`src/tqv_pkg.sv`:
```
// Shared constants and types of the trellis quantizer Viterbi search.
// Used by tqv_dist and by the top level trellis_quantizer_viterbi.
package tqv_pkg;

  localparam int COMP_W   = 16;   // one Q3.12 vector component
  localparam int SQ_W     = 32;   // square of one component difference
  localparam int DIST_W   = 34;   // sum of up to four squares
  localparam int WEIGHT_W = 16;   // Q8.8 step weight
  localparam int PROD_W   = 50;   // weighted distance
  localparam int COST_W   = 56;   // path cost, all ones is infinity

  localparam logic [COST_W-1:0] COST_MAX = {COST_W{1'b1}};

  // Input word actions
  localparam logic ACT_LOAD = 1'b0;
  localparam logic ACT_STEP = 1'b1;

  // Register indexes
  localparam int CFG_IDX_W  = 2;
  localparam int CFG_DATA_W = 8;
  localparam logic [CFG_IDX_W-1:0] REG_SHIFT_BITS = 2'd0;
  localparam logic [CFG_IDX_W-1:0] REG_FOUR_COMP  = 2'd1;
  localparam logic [CFG_IDX_W-1:0] REG_OV_ENABLE  = 2'd2;
  localparam logic [CFG_IDX_W-1:0] REG_OV_COLUMN  = 2'd3;

  typedef struct packed {
    logic valid;
    logic four;
  } dist_req_t;

endpackage

```
`src/tqv_dist.sv`:
```
// Weighted squared distance unit: three stage pipeline (squares, sum, weight).
// Depends on tqv_pkg for field widths and the request struct.
module tqv_dist (
  input  logic                                   clk_i,
  input  logic                                   rst_ni,
  input  tqv_pkg::dist_req_t                     req_i,
  input  logic [4*tqv_pkg::COMP_W-1:0]           target_i,
  input  logic [4*tqv_pkg::COMP_W-1:0]           code_i,
  input  logic [tqv_pkg::WEIGHT_W-1:0]           weight_i,
  output logic                                   valid_o,
  output logic [tqv_pkg::PROD_W-1:0]             prod_o
);

  logic signed [tqv_pkg::COMP_W:0]     diff [4];
  logic signed [2*tqv_pkg::COMP_W+1:0] sqs  [4];
  logic [tqv_pkg::SQ_W-1:0]            sq_d [4];
  logic [tqv_pkg::SQ_W-1:0]            sq_q [4];
  logic [tqv_pkg::DIST_W-1:0]          sum_d, sum_q;
  logic [tqv_pkg::PROD_W-1:0]          prod_d, prod_q;
  logic                                v1_q, v2_q, v3_q;

  always_comb begin
    for (int k = 0; k < 4; k++) begin
      diff[k] = $signed({target_i[16*k+15], target_i[16*k +: 16]})
              - $signed({code_i[16*k+15], code_i[16*k +: 16]});
      sqs[k]  = diff[k] * diff[k];
      // drop the upper lanes for two component vectors
      sq_d[k] = (k < 2 || req_i.four) ? sqs[k][tqv_pkg::SQ_W-1:0] : '0;
    end
  end

  assign sum_d = tqv_pkg::DIST_W'(sq_q[0]) + tqv_pkg::DIST_W'(sq_q[1])
               + tqv_pkg::DIST_W'(sq_q[2]) + tqv_pkg::DIST_W'(sq_q[3]);
  assign prod_d = sum_q * weight_i;

  always_ff @(posedge clk_i or negedge rst_ni) begin
    if (!rst_ni) begin
      v1_q <= 1'b0;
      v2_q <= 1'b0;
      v3_q <= 1'b0;
    end else begin
      v1_q <= req_i.valid;
      v2_q <= v1_q;
      v3_q <= v2_q;
    end
  end

  always_ff @(posedge clk_i) begin
    if (req_i.valid) begin
      sq_q <= sq_d;
    end
    if (v1_q) begin
      sum_q <= sum_d;
    end
    if (v2_q) begin
      prod_q <= prod_d;
    end
  end

  assign valid_o = v3_q;
  assign prod_o  = prod_q;

endmodule

```
`config.mk`:
```
export PLATFORM = sky130hd
export DESIGN_NAME = tqv_dist
export DESIGN_NICKNAME = d
export VERILOG_FILES = /design/src/tqv_pkg.sv /design/src/tqv_dist.sv
export SDC_FILE = /design/constraint.sdc
export NUM_CORES = 2
export LEC_CHECK = 0
export BUFFER_PORTS_ARGS = -buffer_cell sky130_fd_sc_hd__buf_4
export CAP_MARGIN = 30
export CORE_AREA = 5 5 532 324
export CTS_CLUSTER_DIAMETER = 150
export DETAILED_ROUTE_END_ITERATION = 8
export DIE_AREA = 0 0 537 329
export GPL_ROUTABILITY_DRIVEN = 0
export PLACE_DENSITY = 0.65
export SYNTH_ARGS = -nofsm -noshare
export SYNTH_HDL_FRONTEND = slang
export SYNTH_SLANG_ARGS = --single-unit
```
`constraint.sdc`:
```
create_clock -name clk_i -period 7.9 [get_ports clk_i]
set_input_delay 0.79 -clock clk_i [delete_from_list [all_inputs] [get_ports clk_i]]
set_output_delay 0.79 -clock clk_i [all_outputs]
set_load 0.005 [all_outputs]
```
==> flow_summary.ini <==
[run_status]
status = finished, violations left
violations = negative setup slack

[synth]
ys_warn_count = 0
synth-async-reset-ratio_pct = 1.42
synthTopCellsByArea = fa_1 (46%), inv_1 (10%), ha_1 (10%), edfxtp_1 (9.4%), nand2_1 (4.3%)
synth-seq-cells = 211
syn-cell-area_um2 = 66400
synth_area_leader_cell = fa_1
syn_area_per_cell_um2 = 9.40
ys.flop_type = edfxtp_1
synth_cell_types = 96
synth-seq-area-share_pct = 9.52
synth_top_area_share_pct = 46.4
synth-edff-count = 208
synthCells = 7064

[placement]
post-place-ws_ns = -0.816
dpl_cell_area_um2 = 76900
place.port_buffers = 198
hpwlAfterDp_um = 159000

[routing]
ant_nets = 0
routed_wl_um = 184000
topRoutingLayerUsed = met4
initialDrtViolationCount = 3628
dr_wl_met3_um = 17500
drc = 0
m1WireLength_um = 84600
vias = 50631
wl_per_cell_um = 17.9
dr.pass1.iters = 6
viasPerCell = 4.93
wl_met2_um = 79900

[sta]
worst_slew_pin_slew_ns = 0.995
fin_crit_ns = 7.93
layout_setup_ws_ns = -0.0266
finalSetupTns_ns = -0.0327
post-route-period-util_pct = 100
slew_headroom_pct = 32.8
rsz0062_at_grt = yes
setup_viol = 2
skew_ns = 0.0286
hold_viol_final = 0
max_freq_mhz = 126
slew_viol_final = 0

[grt]
grt_overflow = 0
grt_max_degree = 64
grt_antenna_before_repair = 1
grt_pass1_vias = 54220
grt_util_all_layers_pct = 21.0
grt_first_pass_wirelength_um = 296000

[clock_tree]
clk_latency_ns = 0.59
cts_made_buffers = 24
cts_tree = yes
htree_levels = 1
max-clock-path-buffers = 3
root_buffer = clkbuf_16
clkSlewWorstSetupHoldPaths_ns = 0.07
cts_sinks = 211

[layout]
insertedDiodeCount = 0
seq_area_um2 = 6320
drive_above_1_share_pct = 18.5
stdcell_area_um2 = 79500
nFillCells = 15489
nNetsFinal = 10215
multiInputGateArea_um2 = 53900
area_delta_synth_final_pct = 19.7

[setup_path]
cp_max_fo = 5
cp-start-kind = input port
arrival_ns = 8.36
cpPeakStageDelay_ns = 0.58
critPathSlowestCell = fa_1
regToRegSetupSlack_ns = 0.53
crit_type = in -> reg
critPathMostFrequentCell = fa_1
rr_worst_depth = 19
cp.required_ns = 8.33
cp-end-kind = register

[die]
coreArea_um2 = 168000
start_util_pct = 39.6
die_y_um = 329
ios = 199
dieWidth_um = 537
die_area_um2 = 177000
placementRows = 117

[worst_hold_path]
min-delay-path-class = reg -> reg
hold_path_depth = 0

[job]
maxCapViolations = 0
per-layer routing:
metal  up-vias  global-route usage [%]
li1      23021                       -
met1     25556                    32.0
met2      1884                    31.7
met3       170                    4.51
met4         0                    2.16
met5         -                       0
synth_stat cells, drive strengths merged, types with 7 or more instances:
| library cell | instances |
|---|---|
| buf | 17 |
| o21ai | 118 |
| o21bai | 19 |
| a211oi | 22 |
| xnor2 | 189 |
| nor4 | 9 |
| a31oi | 16 |
| a21o | 90 |
| mux2i | 8 |
| fa | 1540 |
| clkbuf | 200 |
| nand3 | 50 |
| nand2b | 36 |
| a2111oi | 7 |
| nor3 | 79 |
| nand3b | 9 |
| and2 | 186 |
| inv | 1813 |
| nor2 | 548 |
| nand2 | 769 |
| o21a | 45 |
| a21oi | 182 |
| and3 | 32 |
| o311ai | 8 |
| o31ai | 19 |
| a21boi | 11 |
| or2 | 16 |
| o2111ai | 11 |
| nor2b | 33 |
| ha | 537 |
| edfxtp | 208 |
| o211ai | 20 |
| a311oi | 7 |
| nor3b | 10 |
| xor2 | 76 |
| or3 | 23 |
| nand4 | 16 |
worst max-delay path, delay by kind of cell:
kind	cells	cell delay, ns
AOI/OAI and AO/OA	8	1.51
adders and majority gates	8	3.65
buffers and inverters	7	0.61
and+or+nand+nor	6	1.41
xor gates and xnor gates	1	0.16
muxes	1	0.21
worst paths after layout:
| path | startpoint | endpoint |
|---|---|---|
| max | code_i[49] | sq_q[31] |
| min | v1_q | sum_q[1] |
| max reg2reg | sum_q[23] | prod_o[47] |
| min reg2reg | v1_q | sum_q[1] |
| max in group asynchronous | rst_ni | v2_q |
| min in group asynchronous | rst_ni | valid_o |
final cells by class:
type                            count  area share, %
Sequential cell                   211           7.96
Tap cell                         2261           3.56
Clock inverter                     19          0.335
Timing Repair inverter              2         0.0205
Inverter                         1818           8.62
Multi-Input combinational cell   4819           67.8
Clock buffer                       25          0.760
Timing Repair Buffer             1114           10.9
cells in the final DEF (no fill, tap or decap), types with 37 or more instances in the layout:
| master | count |
|---|---|
| inv_1 | 1770 |
| fa_1 | 1515 |
| buf_4 | 1069 |
| nand2_1 | 758 |
| nor2_1 | 509 |
| ha_1 | 501 |
| edfxtp_1 | 208 |
| and2_1 | 185 |
| xnor2_1 | 180 |
| a21oi_1 | 147 |
| o21ai_0 | 97 |
| a21o_1 | 89 |
| nor3_1 | 73 |
| xor2_1 | 70 |
| nand3_1 | 45 |
| o21a_1 | 45 |
| inv_2 | 37 |
per-stage QoR:
step	hold WS, ns	util [%]	cells
final	0.482	47.4	10269
after global routing	0.497	47.4	10269
after CTS	0.487	46.5	10222
after detailed placement	0.469	45.9	10171
after global placement	0.453	45.9	10171
after floorplan	0.494	-	7065
timing repair:
item	in CTS	in global routing
cloned	0	2
pin swaps	9	172
hold buffers	1	0
resized for setup	21	269
endpoints found under the setup margin	15	45
setup buffers	6	47
hold endpoints to repair	3	0
state kept, by name (all words and copies together), names as in the netlist:
register	cells
sq_q	124
sum_q	34
valid_o	1
prod_o	50
v2_q	1
v1_q	1
logic make-up after synthesis:
group / Yosys count / share of synthesized area [%]
compound gates: 630 / 6.41
xor+xnor: 266 / 3.54
fa+ha+maj: 2077 / 56.6
buf+inv: 2035 / 11.6
flops: 211 / 9.52
mux: 9 / 0.138
other cells: 2 / 0.0113
simple gates: 1834 / 12.2
Power is not shown: default switching activity piles up to over one toggle a cycle in this logic, so the estimate is an artifact.
